--- src/sv/gpe_pkg.sv ---
`timescale 1ns / 1ps

package gpe_pkg;

    // fixed field widths
    localparam int CODE_W  = 6;
    localparam int HAP_W   = 3;
    localparam int PAIR_W  = 2 * HAP_W;
    localparam int PHASE_W = 6;
    localparam int SNP_W   = 2;

    // per-SNP genotype codes
    localparam logic [1:0] GT_MISSING = 2'd0;
    localparam logic [1:0] GT_HOM1    = 2'd1;
    localparam logic [1:0] GT_HET     = 2'd2;
    localparam logic [1:0] GT_HOM2    = 2'd3;

    // sequencer states
    typedef enum logic [2:0] {
        ST_IDLE,
        ST_BAD,
        ST_RD,
        ST_WR,
        ST_EMIT_RD,
        ST_EMIT_OUT
    } t_state;

    // one result word
    typedef struct packed {
        logic [HAP_W-1:0]   first_hap;
        logic [HAP_W-1:0]   second_hap;
        logic [PHASE_W-1:0] phase_count;
        logic               last;
        logic               bad_code;
    } t_word;

endpackage

--- src/sv/gpe_pair_ram.sv ---
`timescale 1ns / 1ps

module gpe_pair_ram #(
    parameter int DEPTH = 36,
    parameter int AW    = 6,
    parameter int W     = 6
) (
    input  logic          i_clk,
    input  logic          i_we,
    input  logic [AW-1:0] i_waddr,
    input  logic [W-1:0]  i_wdata,
    input  logic          i_re,
    input  logic [AW-1:0] i_raddr,
    output logic [W-1:0]  o_rdata
);

    logic [W-1:0] mem [DEPTH];
    logic [W-1:0] r_rdata;

    // write port
    always_ff @(posedge i_clk) begin
        if (i_we) begin
            mem[i_waddr] <= i_wdata;
        end
    end

    // registered read port, holds between reads
    always_ff @(posedge i_clk) begin
        if (i_re) begin
            r_rdata <= mem[i_raddr];
        end
    end

    assign o_rdata = r_rdata;

endmodule

--- src/sv/gpe_ctrl.sv ---
`timescale 1ns / 1ps

module gpe_ctrl #(
    parameter int MAX_SNPS  = 3,
    parameter int MAX_PAIRS = 36,
    parameter int AW        = 6
) (
    input  logic                         i_clk,
    input  logic                         i_rst_n,
    input  logic                         i_valid,
    output logic                         o_ready,
    input  logic [gpe_pkg::CODE_W-1:0]   i_code,
    input  logic [gpe_pkg::SNP_W-1:0]    i_snp_cfg,
    input  logic                         i_slot_free,
    output logic                         o_load,
    output gpe_pkg::t_word               o_word,
    output logic                         o_we,
    output logic [AW-1:0]                o_waddr,
    output logic [gpe_pkg::PAIR_W-1:0]   o_wdata,
    output logic                         o_re,
    output logic [AW-1:0]                o_raddr,
    input  logic [gpe_pkg::PAIR_W-1:0]   i_rdata
);

    import gpe_pkg::*;

    localparam int CW = $clog2(MAX_PAIRS + 1);

    t_state              r_state, n_state;
    logic [CODE_W-1:0]   r_code, n_code;
    logic [SNP_W-1:0]    r_snps, n_snps;
    logic [SNP_W-1:0]    r_snp, n_snp;
    logic [CW-1:0]       r_j, n_j;
    logic [CW-1:0]       r_n, n_n;
    logic [CW-1:0]       r_m, n_m;
    logic [1:0]          r_step, n_step;

    logic [SNP_W-1:0]    snps_in;
    logic                bad_in;
    logic [1:0]          gt;
    logic [HAP_W-1:0]    bmask, h1, h2;
    logic                pair_last;
    logic                room;
    logic                app, rew, done;
    logic [PAIR_W-1:0]   pair_word;

    // SNPs in use, saturated
    assign snps_in = (i_snp_cfg > SNP_W'(MAX_SNPS)) ? SNP_W'(MAX_SNPS) : i_snp_cfg;
    assign bad_in  = (i_code == '0) || ((i_code >> {snps_in, 1'b0}) != '0);

    // current SNP genotype and pair under work
    assign gt        = 2'(r_code >> {r_snp, 1'b0});
    assign bmask     = HAP_W'(1) << r_snp;
    assign h1        = i_rdata[HAP_W-1:0];
    assign h2        = i_rdata[PAIR_W-1:HAP_W];
    assign pair_last = (r_j + CW'(1)) == r_n;
    assign room      = r_m < CW'(MAX_PAIRS);

    // per-pair write schedule: at most one write a step
    always_comb begin
        app       = 1'b0;
        rew       = 1'b0;
        done      = 1'b0;
        pair_word = {h2, h1};
        case (gt)
            GT_MISSING: begin
                case (r_step)
                    2'd0: begin
                        app       = 1'b1;
                        pair_word = {h2 | bmask, h1 | bmask};
                    end
                    2'd1: begin
                        app       = 1'b1;
                        pair_word = {h2 | bmask, h1};
                    end
                    default: begin
                        app       = (h1 != h2);
                        pair_word = {h2, h1 | bmask};
                        done      = 1'b1;
                    end
                endcase
            end
            GT_HOM1: begin
                done = 1'b1;
            end
            GT_HET: begin
                if (r_step == 2'd0) begin
                    rew       = 1'b1;
                    pair_word = {h2 | bmask, h1};
                end else begin
                    app       = (h1 != h2);
                    pair_word = {h2, h1 | bmask};
                    done      = 1'b1;
                end
            end
            default: begin
                rew       = 1'b1;
                pair_word = {h2 | bmask, h1 | bmask};
                done      = 1'b1;
            end
        endcase
    end

    // state register
    always_ff @(posedge i_clk) begin
        if (!i_rst_n) begin
            r_state <= ST_IDLE;
            r_n     <= '0;
            r_m     <= '0;
            r_j     <= '0;
            r_snp   <= '0;
            r_step  <= '0;
        end else begin
            r_state <= n_state;
            r_n     <= n_n;
            r_m     <= n_m;
            r_j     <= n_j;
            r_snp   <= n_snp;
            r_step  <= n_step;
        end
    end

    always_ff @(posedge i_clk) begin
        r_code <= n_code;
        r_snps <= n_snps;
    end

    // next state and outputs
    always_comb begin
        n_state = r_state;
        n_code  = r_code;
        n_snps  = r_snps;
        n_snp   = r_snp;
        n_j     = r_j;
        n_n     = r_n;
        n_m     = r_m;
        n_step  = r_step;
        o_ready = 1'b0;
        o_load  = 1'b0;
        o_word  = '0;
        o_we    = 1'b0;
        o_waddr = '0;
        o_wdata = '0;
        o_re    = 1'b0;
        o_raddr = r_j[AW-1:0];
        case (r_state)
            ST_IDLE: begin
                o_ready = 1'b1;
                if (i_valid) begin
                    n_code = i_code;
                    n_snps = snps_in;
                    if (bad_in) begin
                        n_n     = '0;
                        n_state = ST_BAD;
                    end else begin
                        // seed list with pair (0,0)
                        o_we    = 1'b1;
                        n_n     = CW'(1);
                        n_m     = CW'(1);
                        n_j     = '0;
                        n_snp   = '0;
                        n_step  = '0;
                        n_state = ST_RD;
                    end
                end
            end
            ST_BAD: begin
                if (i_slot_free) begin
                    o_load         = 1'b1;
                    o_word.last    = 1'b1;
                    o_word.bad_code = 1'b1;
                    n_state        = ST_IDLE;
                end
            end
            ST_RD: begin
                o_re    = 1'b1;
                n_step  = '0;
                n_state = ST_WR;
            end
            ST_WR: begin
                o_wdata = pair_word;
                if (rew) begin
                    o_we    = 1'b1;
                    o_waddr = r_j[AW-1:0];
                end else if (app && room) begin
                    o_we    = 1'b1;
                    o_waddr = r_m[AW-1:0];
                    n_m     = r_m + CW'(1);
                end
                n_step = r_step + 2'd1;
                if (done) begin
                    n_step = '0;
                    if (pair_last) begin
                        // SNP finished: appended pairs join the list
                        n_n   = n_m;
                        n_j   = '0;
                        n_snp = r_snp + SNP_W'(1);
                        if ((r_snp + SNP_W'(1)) == r_snps) begin
                            n_state = ST_EMIT_RD;
                        end else begin
                            n_state = ST_RD;
                        end
                    end else begin
                        n_j     = r_j + CW'(1);
                        n_state = ST_RD;
                    end
                end
            end
            ST_EMIT_RD: begin
                o_re    = 1'b1;
                n_state = ST_EMIT_OUT;
            end
            ST_EMIT_OUT: begin
                if (i_slot_free) begin
                    o_load             = 1'b1;
                    o_word.first_hap   = h1;
                    o_word.second_hap  = h2;
                    o_word.phase_count = PHASE_W'(r_n);
                    o_word.last        = pair_last;
                    if (pair_last) begin
                        n_state = ST_IDLE;
                    end else begin
                        n_j     = r_j + CW'(1);
                        n_state = ST_EMIT_RD;
                    end
                end
            end
            default: begin
                n_state = ST_IDLE;
            end
        endcase
    end

endmodule

--- src/sv/genotype_phase_enumerator_unit.sv ---
`timescale 1ns / 1ps
// Genotype phase enumerator.
// Input channel (i_valid / o_ready) takes one unphased genotype code, two bits
// per SNP. Output channel (o_valid / i_ready) returns every phased haplotype
// pair for that code, one word per pair, each with the pair count, and a last
// flag on the final word. A zero code, or one with bits above the SNPs in use,
// returns a single word with bad_code set.
// i_cfg_wr_en / i_cfg_wr_data write snp_count; write only while idle.
// The pair list lives in a single-port-write RAM. Each SNP pass reads every
// stored pair, then rewrites it and appends new pairs. Each result word is
// read from the RAM and then loaded into the output register. A bad code's
// word is loaded from the ST_BAD state once the output register is free.
// One code is in flight at a time; a new code is taken as soon as the last
// word sits in the output register, even while that word is still stalled.
// When the receiver stalls, the output register holds its word and the
// sequencer waits. Reset clears the sequencer and output valid and sets
// snp_count to 3; the RAM is not cleared and needs no clearing pass.
module genotype_phase_enumerator_unit #(
    parameter int MAX_SNPS  = 3,
    parameter int MAX_PAIRS = 36
) (
    input  logic                          i_clk,
    input  logic                          i_rst_n,
    input  logic                          i_cfg_wr_en,
    input  logic [gpe_pkg::SNP_W-1:0]     i_cfg_wr_data,
    input  logic                          i_valid,
    output logic                          o_ready,
    input  logic [gpe_pkg::CODE_W-1:0]    i_genotype_code,
    output logic                          o_valid,
    input  logic                          i_ready,
    output logic [gpe_pkg::HAP_W-1:0]     o_first_hap,
    output logic [gpe_pkg::HAP_W-1:0]     o_second_hap,
    output logic [gpe_pkg::PHASE_W-1:0]   o_phase_count,
    output logic                          o_last,
    output logic                          o_bad_code
);

    import gpe_pkg::*;

    localparam int AW = $clog2(MAX_PAIRS);

    logic [SNP_W-1:0]  r_snp_count;
    logic              r_o_valid;
    t_word             r_out;
    logic              slot_free;
    logic              load;
    t_word             word;
    logic              we, re;
    logic [AW-1:0]     waddr, raddr;
    logic [PAIR_W-1:0] wdata, rdata;

    // configuration register
    always_ff @(posedge i_clk) begin
        if (!i_rst_n) begin
            r_snp_count <= SNP_W'(3);
        end else if (i_cfg_wr_en) begin
            r_snp_count <= i_cfg_wr_data;
        end
    end

    gpe_pair_ram #(
        .DEPTH (MAX_PAIRS),
        .AW    (AW),
        .W     (PAIR_W)
    ) u_ram (
        .i_clk   (i_clk),
        .i_we    (we),
        .i_waddr (waddr),
        .i_wdata (wdata),
        .i_re    (re),
        .i_raddr (raddr),
        .o_rdata (rdata)
    );

    gpe_ctrl #(
        .MAX_SNPS  (MAX_SNPS),
        .MAX_PAIRS (MAX_PAIRS),
        .AW        (AW)
    ) u_ctrl (
        .i_clk       (i_clk),
        .i_rst_n     (i_rst_n),
        .i_valid     (i_valid),
        .o_ready     (o_ready),
        .i_code      (i_genotype_code),
        .i_snp_cfg   (r_snp_count),
        .i_slot_free (slot_free),
        .o_load      (load),
        .o_word      (word),
        .o_we        (we),
        .o_waddr     (waddr),
        .o_wdata     (wdata),
        .o_re        (re),
        .o_raddr     (raddr),
        .i_rdata     (rdata)
    );

    // output register
    assign slot_free = !r_o_valid || i_ready;

    always_ff @(posedge i_clk) begin
        if (!i_rst_n) begin
            r_o_valid <= 1'b0;
        end else if (load) begin
            r_o_valid <= 1'b1;
        end else if (i_ready) begin
            r_o_valid <= 1'b0;
        end
    end

    always_ff @(posedge i_clk) begin
        if (load) begin
            r_out <= word;
        end
    end

    assign o_valid       = r_o_valid;
    assign o_first_hap   = r_out.first_hap;
    assign o_second_hap  = r_out.second_hap;
    assign o_phase_count = r_out.phase_count;
    assign o_last        = r_out.last;
    assign o_bad_code    = r_out.bad_code;

endmodule
--- config.mk ---
export PLATFORM = sky130hd
export DESIGN_NAME = genotype_phase_enumerator_unit
export DESIGN_NICKNAME = d
export VERILOG_FILES = /design/src/sv/gpe_pkg.sv /design/src/sv/gpe_pair_ram.sv /design/src/sv/gpe_ctrl.sv /design/src/sv/genotype_phase_enumerator_unit.sv
export SDC_FILE = /design/constraint.sdc
export NUM_CORES = 1
export LEC_CHECK = 0
export ABC_AREA = 1
export ABC_CLOCK_PERIOD_IN_PS = 5550
export CAP_MARGIN = 5
export CORE_UTILIZATION = 60
export DETAILED_ROUTE_END_ITERATION = 10
export DONT_BUFFER_PORTS = 1
export HOLD_SLACK_MARGIN = 0.12
export PLACE_DENSITY = 0.77
export REMOVE_ABC_BUFFERS = 1
export SYNTH_ARGS = -nofsm -noshare
export SYNTH_HDL_FRONTEND = slang
export SYNTH_HIERARCHICAL = 1
export SYNTH_SLANG_ARGS = --single-unit
--- constraint.sdc ---
create_clock -name i_clk -period 5.55 [get_ports i_clk]
set_input_delay 1.11 -clock i_clk [delete_from_list [all_inputs] [get_ports i_clk]]
set_output_delay 1.11 -clock i_clk [all_outputs]
set_load 0.01 [all_outputs]
## Yosys cells after proc, flatten, opt, wreduce, memory -nomap -nowiden

Memories as Yosys holds them, arrays and structs flattened. A register that Yosys moved wholly into a read port is not among the register bits.
Cells that the tools add are included.

- Output and inout bits: 16
- Memories kept: 1
- Word-level logic and storage cells: 135
- Input bits: 13
- Register bits: 50
- RAM bits: 216

Memory list:

| name | depth | width | rd ports | clocked after memory_dff | wr ports | line | source |
|---|---|---|---|---|---|---|---|
| u_ram.mem | 36 | 6 | 1 | 1 | 1 | gpe_pair_ram.sv:17 | `logic [W-1:0] mem [DEPTH];` |

- Add/subtract/negate cells: 4
- Shift operators: 3
- Mux-type cells: 65
- $lt $le $gt $ge: 2
- Bitwise operators: 2
- Equality and inequality tests: 18
- Reductions and logical operators: 25

Operators with widths:

| operator | number |
|---|---|
| 6-bit 2-to-1 mux | 18 |
| 6-bit case mux with 2 select lines | 3 |
| 6-bit case mux with 3 select lines | 2 |
| 3-bit 2-to-1 mux | 7 |
| 1-bit 2-to-1 mux | 19 |
| 3-bit case mux with 6 select lines | 1 |
| 2-bit 2-to-1 mux | 8 |
| 6-bit by 1-bit adder with 6-bit output, second input constant | 2 |
| 2-bit inequality test, second input constant | 5 |
| 1-bit case mux with 2 select lines | 5 |
| 4-bit AND reduction | 2 |
| 2-bit OR reduction | 4 |
| 3-bit by 2-bit equality test with 1-bit output, second input constant | 2 |
| 3-bit equality test, second input constant | 2 |
| 6-bit equality test | 1 |
| 6-bit logical NOT | 1 |
| 6-bit less-than comparator, second input constant | 1 |
| 3-bit OR | 2 |
| 2-bit case mux with 3 select lines | 1 |
| 3-bit AND reduction | 2 |
| 6-bit AND reduction | 1 |
| 3-bit nonzero test | 2 |
| 6-bit nonzero test | 1 |
| 6-bit by 3-bit right shift with 2-bit output | 1 |
| 19 further kinds | 26 |

## Logic depth before layout (Yosys ltp)

Gate-level depths: netlist of the first run.

- Depth after elaboration: 10
- Mapped depth: 18
- Depth with buffers taken out: 18

## Hierarchy

Netlist of the first run, hierarchy kept.

Modules (own cells, without submodules):

| module | area an instance (um^2) | sequential area each (um^2) | instances | cells an instance |
|---|---|---|---|---|
| gpe_pair_ram | 9113.7 | 6666.4 | 1 | 784 |
| gpe_ctrl | 2534.9 | 740.7 | 1 | 405 |
| genotype_phase_enumerator_unit | 535.5 | 480.5 | 1 | 29 |

## Worst setup path before layout of the first run

No wires, ideal clock.

- Path type: input to register
- From: input i_genotype_code[5] (netlist bit)
- To: memory u_ram.mem[10][0], enable pin
- Setup time: 0.386 ns
- Stages: 8
- Arrival: 2.791 ns
- Data required time: 5.164 ns
- Setup slack: 2.373 ns
- Path buffers: 1
- Cells stage by stage: nor2_1 -> nand3_1 -> nand2_1 -> nand3_1 -> o21ai_1 -> clkbuf_1 -> nand4_1 -> nor4_1

- Word-level cells in the longest chain between the ends: 8
- Elaborated cells on any way between the ends: 9
- Classes of those cells: shift (1); mux (5); reduce/logical (3)

RTL lines:

| item | line | source |
|---|---|---|
| from (decl) | genotype_phase_enumerator_unit.sv:28 | `input logic [gpe_pkg::CODE_W-1:0] i_genotype_code,` |
| 6-bit by 3-bit right shift with 6-bit output | gpe_ctrl.sv:49 | `assign bad_in = (i_code == '0) \|\| ((i_code >> {snps_in, 1'b0}) != '0);` |
| 6-bit nonzero test | gpe_ctrl.sv:49 |  |
| 1-bit logical OR (*) | gpe_ctrl.sv:49 |  |
| 1-bit 2-to-1 mux (*) | gpe_ctrl.sv:152 | `if (bad_in) begin` |
| 1-bit 2-to-1 mux (*) | gpe_ctrl.sv:149 | `if (i_valid) begin` |
| 1-bit case mux with 2 select lines (*) | gpe_ctrl.sv:146 | `case (r_state)` |
| named net we | genotype_phase_enumerator_unit.sv:48 | `logic we, re;` |
| 1-bit 2-to-1 mux (*) | gpe_pair_ram.sv:22 | `if (i_we) begin` |
| 1-bit 2-to-1 mux (not written as such) (*) | gpe_pair_ram.sv:23 | `mem[i_waddr] <= i_wdata;` |
| to (decl) | gpe_pair_ram.sv:17 |  |

The timed path passes the listed nets; every way through them passes the cells marked *.

## Worst setup path in the final report of the first run

- From: register u_ctrl.r_state[2]
- To: memory u_ram.mem[18][0], enable pin

- Word-level cells in the longest chain between the ends: 4
- Elaborated cells on any way between the ends: 6
- Classes of those cells: eq/ne (1); mux (4); reduce/logical (1)

RTL lines:

| item | line | source |
|---|---|---|
| from (decl) | gpe_ctrl.sv:29 | `t_state r_state, n_state;` |
| from (signal assigned) | gpe_ctrl.sv:114 | `r_state <= n_state;` |
| 3-bit by 2-bit equality test with 1-bit output or 3-bit logical NOT (tied branches) | gpe_ctrl.sv:146 |  |
| 1-bit case mux with 2 select lines (*) | gpe_ctrl.sv:146 |  |
| named net we | genotype_phase_enumerator_unit.sv:48 |  |
| 1-bit 2-to-1 mux (*) | gpe_pair_ram.sv:22 |  |
| 1-bit 2-to-1 mux (not written as such) (*) | gpe_pair_ram.sv:23 |  |

Marks and branches as above.

==> results_dict.tcl, run 1 <==
set metrics [dict create \
    routedWlPerCell_um 18.1 \
    timing.final.crit_share_pct 70.8 \
    crit_chain "nor2_1 > nand2_1 > inv_2 > o21ai_2 > o21ai_1 > nand4_1 > nor4_1" \
    cts.repair.resized 0 \
    max-cap-violations 0 \
    outcome "complete, no violations" \
    synth_top_area_cell "edfxtp_1" \
    relSlewSlack_pct 17.6 \
    slowest_delay_ns 1.03 \
    p_leak_nw 4.83 \
    layout_commonest_cell "nand2_1" \
    final_area_mm2 0.0131 \
    critical_path.top_delay_family "simple AND/OR/NAND/NOR gates" \
    cts.path.max_buffers 3 \
    rsz0062_at_grt "false" \
    grt_pass1_wl_um 41200 \
    yosys_warnings 6 \
    grt_use_total_pct 26.2 \
    grt_pass1_vias 7883 \
    setup_viol_count_final 0 \
    avgSynthCellArea_um2 10.0 \
    cts_tree "done" \
    remaining_drc_errors 0 \
    fmaxAchievable_mhz 254 \
    cts.sinks 272 \
    worstHoldPathType "reg -> reg" \
    place.gp.congestion 0.907 \
    cts_setup_buffers 0 \
    portBuffers 0 \
    ys_types 34 \
    ir_worst_vdd_v 0.000272 \
    area_growth_pct 7.70 \
    antenna_left 0 \
    hold_ws_ns 0.466 \
    hold_buffers 0 \
    overflow 0 \
    critPathBufInv 1 \
    yosys_register_bits 272 \
    num-nets-final 1228 \
    final_cell_mix "nand2_1 (386), edfxtp_1 (244), nand3_1 (208)" \
    finalHoldViolations 0 \
    slowest_stage "nor4_1" \
    finalWirelength_um 26900 \
    root_buffer "clkbuf_16" \
    grt_max_degree 111 \
    drive_gt1_share_pct 7.51 \
    antenna_found_initial 0 \
    clk_latency_ns 0.53 \
    ctsHtreeMaxLevel 1 \
    netlist.area_leader.share_pct 60.1 \
    core_area_mm2 0.0197 \
    dpl.hpwl_um 16500 \
    tightestPinTransition_ns 1.23 \
    io_pins 29 \
    crit_path_max_fanout 19 \
    start_util_pct 62.0 \
    viasPerCell 5.78 \
    seq_area_frac_synth_pct 64.7 \
    die_w_um 145 \
    firstDrtPassIters 6 \
    path_class "reg -> reg" \
    syn-cell-area_mm2 0.0122 \
    n_antenna_cell 0 \
    drtIter0Drc 1161 \
    arrival_ns 4.08 \
    endpoint_kind "flip-flop" \
    powerDensity_mw_per_mm2 362 \
    dpl-instance-area_mm2 0.0123 \
    syn-instance-count 1218 \
    tns_ns 0 \
    num_rows 51 \
    routed-via-count 8615 \
    synth.area.top_cells "edfxtp_1 (60%), nand2_1 (12%), nand3_1 (8.5%)" \
    fin_skew_ns 0.0169 \
    numCtsBuffers 27 \
    path_clk_slew_ns 0.06 \
    final_max_slew_viol_count 0 \
    fp.dieH_um 145 \
    cp.required_ns 5.70 \
    fin_crit_ns 3.93 \
    fp.dieArea_mm2 0.0209 \
    crit_path_start_kind "flip-flop" \
]
[final cells by class]
cell class / instances / area (um^2)
timing repair buffer: 11 / 82.6
multi-input combinational: 812 / 3720
tap: 265 / 332
sequential: 272 / 7890
inverter: 83 / 317
fill: 1518 / 6530
clock inverter: 11 / 61.3
clock buffer: 36 / 719
[power by group]
part	internal [mW]	switching [mW]	leakage, nW	total (mW)
sequential	2.32	0.0507	2.38	2.37
clock	0.905	0.717	0.372	1.62
combinational	0.219	0.542	2.09	0.761
total	3.44	1.31	4.83	4.75
[flip-flops by register name (all words and copies together), names as in the netlist]
register	cells
o_last	1
u_ctrl/r_state	3
u_ctrl/r_snps	2
u_ctrl/r_n	6
u_ram/o_rdata	6
o_bad_code	1
o_valid	1
u_ram/mem	216
u_ctrl/r_code	6
u_ctrl/r_snp	2
o_second_hap	3
u_ctrl/r_m	6
o_phase_count	6
r_snp_count	2
u_ctrl/r_step	2
o_first_hap	3
u_ctrl/o_raddr	6
[stage by stage]
| stage | cells | util (%) | power [mW] | setup WS [ns] |
|---|---|---|---|---|
| CTS | 1490 | 66.8 | 4.76 | 1.70 |
| global placement | 1443 | 62.8 | 3.13 | 1.61 |
| detailed placement | 1443 | 62.8 | 3.15 | 1.43 |
| global route | 1490 | 66.8 | 4.94 | 1.37 |
| finish | 1490 | 66.8 | 4.75 | 1.62 |
| floorplan | 1167 | - | 2.97 | 1.61 |
[worst reg2reg max path: stages (launching register included)]
cell and delay [ns]:
dfxtp_1 0.37, nor2_1 0.23, nand2_1 0.39, inv_2 0.45, o21ai_2 0.16, o21ai_1 0.43, nand4_1 0.50, nor4_1 1.03
[routing by layer]
metal  track usage [%]  share of wire [%]  vias up
met3              3.87                8.3       70
met5                 0                  0        -
met2              42.0                 47      418
li1                  -                  -     4106
met4              8.64                2.8        0
met1              36.7                 42     4021
[cells by family (layout without fill, tap and decap cells)]
group,Yosys count,count (layout),share of synthesized area (%)
AOI/OAI and AO/OA,63,63,2.75
DFF,272,272,64.7
adders and majority gates,8,8,0.822
and+or+nand+nor,731,731,26.0
buffers and inverters,134,141,4.93
xor gates and xnor gates,10,10,0.719
[path summary, 6_finish.rpt]
| path | from | end | slack (ns) | cells past startpoint |
|---|---|---|---|---|
| worst max-delay path | u_ctrl/r_state[2] | u_ram/mem[18][0] | 1.62 | 7 |
| worst min-delay path | r_snp_count[1] | u_ctrl/r_snps[1] | 0.47 | 0 |
| worst max register to register | u_ctrl/r_state[2] | u_ram/mem[18][0] | 1.62 | 7 |
| worst min register to register | r_snp_count[1] | u_ctrl/r_snps[1] | 0.47 | 0 |
[cells in the mapped netlist, drive strengths merged]
library cell	n
nand3	211
nor4	3
xor2	4
o21ai	25
buf	43
o22ai	6
nand4	7
nor2	100
ha	8
nor3b	1
dfxtp	28
inv	83
clkbuf	8
nor3	9
nand3b	1
edfxtp	244
a21oi	31
xnor2	6
a31oi	1
nand2	399
No activity file was read; power rests on OpenSTA's default activity.
==> run 2, diff against run 1 <==
Settings changed: ABC_AREA 1 to 0, ABC_CLOCK_PERIOD_IN_PS 5550 to 4000.
Clock period 5.55 ns to 4 ns, I/O delays scaled along.
==> run 2 against run 1 <==
Utilization is 0.80 points higher. Combinational power rose by 2%. Via count is 20% lower. Worst setup slack got worse by 1.3 ns. Power increased by 38%. Sequential power up 42%. Sequential share of layout area rose by 1.3 points. Die area decreased by 3.0%. Critical endpoint is now u_ram/mem[15][5]. Sequential cell count stayed put. Cell count is 27% lower. Highest routed layer unchanged. Largest power group unchanged.
==> results_dict.tcl, run 2 <==
set metrics [dict create \
    final_max_slew_viol_count 0 \
    fmaxAchievable_mhz 273 \
    num_rows 50 \
    setup_viol_count_final 0 \
    cts_setup_buffers 0 \
    start_util_pct 62.1 \
    cts.sinks 272 \
    fin_skew_ns 0.0118 \
    min-delay-start "i_rst_n" \
    viasPerCell 6.34 \
    place_ws_ns 0.447 \
    layout_commonest_cell "edfxtp_1" \
    arrival_ns 3.83 \
    fin_crit_ns 3.67 \
    yosys_register_bits 272 \
    yosys_most_used_dff "edfxtp_1" \
    worstHoldPathType "in -> reg" \
    min_to "r_snp_count[1]" \
    area_growth_pct 8.72 \
    overflow 0 \
    path_clk_slew_ns 0.06 \
    timing.final.crit_share_pct 91.7 \
    synth_edf_count 244 \
    clk_latency_ns 0.53 \
    ys_types 71 \
    rsz0062_at_grt "false" \
    seq_area_frac_synth_pct 66.7 \
    worstReg2RegEnd "u_ram/mem[15][5]" \
    endpoint_kind "flip-flop" \
    portBuffers 0 \
    drive_gt1_share_pct 12.2 \
    crit_path_start_kind "flip-flop" \
    place.gp.congestion 0.898 \
    root_buffer "clkbuf_16" \
    outcome "complete, no violations" \
    routedWlPerCell_um 22.8 \
    ys_top_cells_by_count "edfxtp_1 (244), mux2i_1 (105), nor2_1 (69), a21oi_1 (34), a22oi_1 (32)" \
    finalWirelength_um 24800 \
    synth.area.top_cells "edfxtp_1 (62%), mux2i_1 (8.9%), dfxtp_1 (4.7%)" \
    grt_max_degree 50 \
    syn-cell-area_mm2 0.0118 \
    setup_slack_ns 0.331 \
    grt_pass1_vias 6834 \
    relSlewSlack_pct 18.2 \
    tightestPinTransition_ns 1.22 \
    cts.repair.resized 0 \
    grt_pass1_wl_um 38200 \
    max-cap-violations 0 \
    netlist.area_leader.share_pct 62.0 \
    numCtsBuffers 27 \
    dpl.hpwl_um 15800 \
    remaining_drc_errors 0 \
    min_path_cells 1 \
    powerDensity_mw_per_mm2 509 \
    synth_top_area_cell "edfxtp_1" \
    antenna_found_initial 0 \
    cp.required_ns 4.16 \
    cts_tree "done" \
    path_class "reg -> reg" \
    finalPower_mw 6.53 \
    regMostFlops "u_ram/mem" \
    finalHoldViolations 0 \
    routed-via-count 6894 \
    rrSetupSlack_ns 0.33 \
    reg2reg_depth 8 \
    synthMostInstantiatedCell "edfxtp_1" \
    hold_buffers 0 \
    fp.dieH_um 142 \
    p_leak_nw 3.96 \
    async_reset_ff_share_pct 0 \
    final_cells 1087 \
    post-place-cells 1037 \
    firstDrtPassIters 5 \
    r2r-start "u_ctrl/r_snp[0]" \
    num-nets-final 827 \
    syn-instance-count 799 \
    drtIter0Drc 827 \
    core_area_mm2 0.0190 \
    grt_use_total_pct 25.3 \
    yosys_warnings 6 \
    largest_reg_flops 216 \
    die_w_um 142 \
    io_pins 29 \
    n_antenna_cell 0 \
    fp.dieArea_mm2 0.0203 \
    crit_path_max_fanout 11 \
    final_cell_mix "edfxtp_1 (244), mux2i_1 (105), nor2_1 (63)" \
    antenna_left 0 \
    ctsHtreeMaxLevel 1 \
    fillers 1289 \
    cts.path.max_buffers 3 \
    tns_ns 0 \
    avgSynthCellArea_um2 14.8 \
    ir_worst_vdd_v 0.000378 \
]
## run 2: cell types whose count changed after synthesis, moves of 21 or more
cell / previous run / this run
nor2_1: 90 / 69
inv_1: 74 / 13
buf_2: 32 / 7
mux2i_1: 0 / 105
a22oi_1: 0 / 32
nand3_1: 208 / 10
nand2_1: 386 / 28
## run 2: how the worst max path moves through the flow
stage | startpoint | to | cells past startpoint
finish | u_ctrl/r_snp[0] | u_ram/mem[15][5] | 8
floorplan | u_ctrl/o_raddr[0] | u_ctrl/r_state[2] | 7
global placement | u_ctrl/r_snp[0] | u_ram/mem[15][3] | 8
detailed placement | u_ctrl/r_snp[0] | u_ram/mem[23][0] | 8
CTS | u_ctrl/r_snp[0] | u_ram/mem[23][5] | 8
global route | u_ctrl/r_snp[0] | u_ram/mem[7][4] | 8
## run 2: area by class of cell
| type | count | area, um^2 | area share [%] |
|---|---|---|---|
| clock inverter | 13 | 95.1 | 0.740 |
| timing repair buffer | 18 | 135 | 1.05 |
| clock buffer | 37 | 763 | 5.94 |
| sequential | 272 | 7890 | 61.4 |
| tap | 260 | 325 | 2.53 |
| inverter | 13 | 48.8 | 0.380 |
| multi-input combinational | 474 | 3590 | 27.9 |
## run 2: kinds of logic (layout without fill, tap and decap cells)
family                   count (synthesis)  count (layout)  share of synthesized area (%)
buffers and inverters                   53              81                           3.01
adder cells (fa/ha/maj)                  8               8                          0.847
flip-flops                             272             272                           66.7
AND/OR/NAND/NOR                        187             187                           8.24
multiplexers                           113             113                           10.2
AO/OA/AOI/OAI                          152             152                           9.91
XOR/XNOR                                14              14                           1.04
## run 2: where the power goes
group	switching, mW	total, mW	internal [mW]
Sequential	0.0954	3.37	3.27
Clock	0.995	2.39	1.40
Combinational	0.509	0.774	0.266
Total	1.60	6.53	4.93
## run 2: stage by stage
stage / instance area [um^2] / hold slack (ns) / utilization, %
after floorplan: 11500 / 0.444 / -
after global placement: 12000 / 0.474 / 63.1
after detailed placement: 12000 / 0.472 / 63.1
after CTS: 12800 / 0.317 / 67.6
after global routing: 12800 / 0.319 / 67.6
final: 12800 / 0.332 / 67.6
## run 2: per-layer routing
| layer | wire length (um) | vias up | GRT usage (%) |
|---|---|---|---|
| met3 | 1920 | 52 | 4.31 |
| met5 | 0 | - | 0 |
| met2 | 11700 | 285 | 40.8 |
| met1 | 10500 | 3433 | 35.6 |
| met4 | 709 | 0 | 7.30 |
| li1 | - | 3124 | - |
## run 2: critical path: stages, from the launching register on
cell	delay, ns
dfxtp_1	0.52
mux2i_1	0.36
o221ai_1	0.25
a21oi_2	0.46
ha_1	0.24
mux2i_1	0.07
nor2_1	0.49
nand3_1	0.40
nor2_1	0.51
==> run 3, diff against run 2 <==
Settings changed: RECOVER_POWER set to 50.
==> run 3 against run 2 <==
The flow now finishes with violations (capacitance limit, slew limit). Design area fell by 0.28%. Global-route usage did not move. Register-to-register slack improved by 0.02 ns. Sequential share of layout area rose by 0.17 points. Critical path depth did not move. Hold slack barely moved. Count of clock-buffer cells in the layout did not move. Cell count did not move. Sequential power barely moved. Die area did not move. Largest cell class unchanged. Highest routed layer unchanged.
==> results_dict.tcl, run 3 (same netlist as run 2, synthesis figures left out) <==
set metrics [dict create \
    area_growth_pct 8.42 \
    tns_ns 0 \
    cp.required_ns 4.16 \
    num_rows 50 \
    path_clk_slew_ns 0.06 \
    p_int_mw 4.93 \
    dpl.hpwl_um 15800 \
    timing.final.crit_share_pct 91.2 \
    drive_gt1_share_pct 11.1 \
    cts_tree "done" \
    largest_reg_flops 216 \
    layout_commonest_cell "edfxtp_1" \
    cts_setup_buffers 0 \
    clkPwrFrac_pct 36.7 \
    pwr-share-comb_pct 11.6 \
    worstHoldPathType "in -> reg" \
    ctsHtreeMaxLevel 1 \
    endpoint_kind "flip-flop" \
    fin_skew_ns 0.0115 \
    finalWirelength_um 24700 \
    final_area_mm2 0.0128 \
    post-place-cells 1037 \
    routedWlPerCell_um 22.7 \
    rsz0062_at_grt "false" \
    fmaxAchievable_mhz 274 \
    grt_pass1_wl_um 38200 \
    fin_crit_ns 3.65 \
    sw_frac_of_total_pct 24.5 \
    remaining_drc_errors 0 \
    p_leak_nw 3.92 \
    arrival_ns 3.81 \
    antenna_left 0 \
    place_ws_ns 0.447 \
    setup_viol_count_final 0 \
    violations "capacitance limit, slew limit" \
    pwr-share-seq_pct 51.7 \
    setup_slack_ns 0.353 \
    final_cells 1087 \
    routed-via-count 6877 \
    core_area_mm2 0.0190 \
    n_antenna_cell 0 \
    cts.repair.resized 0 \
    place.gp.congestion 0.898 \
    cts.path.max_buffers 3 \
    grt_max_degree 50 \
    final_cell_mix "edfxtp_1 (244), mux2i_1 (105), nor2_1 (63)" \
    max-cap-violations 4 \
    powerDensity_mw_per_mm2 510 \
    regMostFlops "u_ram/mem" \
    ir_worst_vdd_v 0.000378 \
    root_buffer "clkbuf_16" \
    antenna_found_initial 0 \
    dpl-instance-area_mm2 0.0120 \
    numCtsBuffers 27 \
    die_w_um 142 \
    p_switching_mw 1.60 \
    final_max_slew_viol_count 148 \
    crit_path_max_fanout 11 \
    hold_ws_ns 0.332 \
    finalHoldViolations 0 \
    start_util_pct 62.1 \
    viasPerCell 6.33 \
    cts.sinks 272 \
    finalPower_mw 6.53 \
    fp.dieArea_mm2 0.0203 \
    grt_use_total_pct 25.3 \
    fp.dieH_um 142 \
    drtIter0Drc 780 \
    io_pins 29 \
    portBuffers 0 \
    path_class "reg -> reg" \
    grt_pass1_vias 6834 \
    tightestPinTransition_ns 1.84 \
    outcome "finished with violations" \
    final_util_pct 67.4 \
    firstDrtPassIters 5 \
    overflow 0 \
    clk_latency_ns 0.53 \
    hold_buffers 0 \
    relSlewSlack_pct -22.5 \
    crit_path_start_kind "flip-flop" \
    num-nets-final 827 \
]
## run 3: changes by cell type in the layout (fill, tap and decap cells not counted), sizes merged
cell and change:
buf -8, clkbuf +8
## run 3: power groups by stage
stage          clock network [mW]  registers (mW)  logic, mW
2_1_floorplan                   0            3.43      0.519
3_3_place_gp                    0            3.42      0.735
3_5_place_dp                    0            3.43      0.759
4_1_cts                      2.43            3.37      0.767
5_1_grt                      2.54            3.39      0.831
6_report                     2.39            3.37      0.760
## run 3: path summary, 6_finish.rpt
| path | depth (start not counted) | slack (ns) | end | from |
|---|---|---|---|---|
| setup / recovery | 8 | 0.35 | u_ram/mem[23][5] | u_ctrl/r_snp[0] |
| hold / removal | 1 | 0.33 | r_snp_count[1] | i_rst_n |
| setup reg to reg | 8 | 0.35 | u_ram/mem[23][5] | u_ctrl/r_snp[0] |
| hold reg to reg | 0 | 0.48 | u_ctrl/r_snps[0] | r_snp_count[0] |
## run 3: worst max-delay path, cell delays in order (launching register included)
cell	delay, ns
dfxtp_1	0.51
mux2i_1	0.36
o221ai_1	0.25
a21oi_2	0.45
ha_1	0.24
mux2i_1	0.07
nor2_1	0.48
nand3_1	0.40
nor2_1	0.51
## run 3: layout make-up
class / instances / area [um^2]
Sequential cell: 272 / 7890
Fill cell: 1295 / 6200
Multi-Input combinational cell: 474 / 3580
Clock buffer: 37 / 763
Tap cell: 260 / 325
Timing Repair Buffer: 18 / 108
Clock inverter: 13 / 95.1
Inverter: 13 / 48.8
## run 3: layer usage
layer / vias up / share of wire (%) / global-route usage [%]
met2: 289 / 47 / 40.8
met4: 0 / 2.8 / 7.30
li1: 3122 / - / -
met3: 50 / 7.2 / 4.31
met1: 3416 / 43 / 35.6
met5: - / 0 / 0
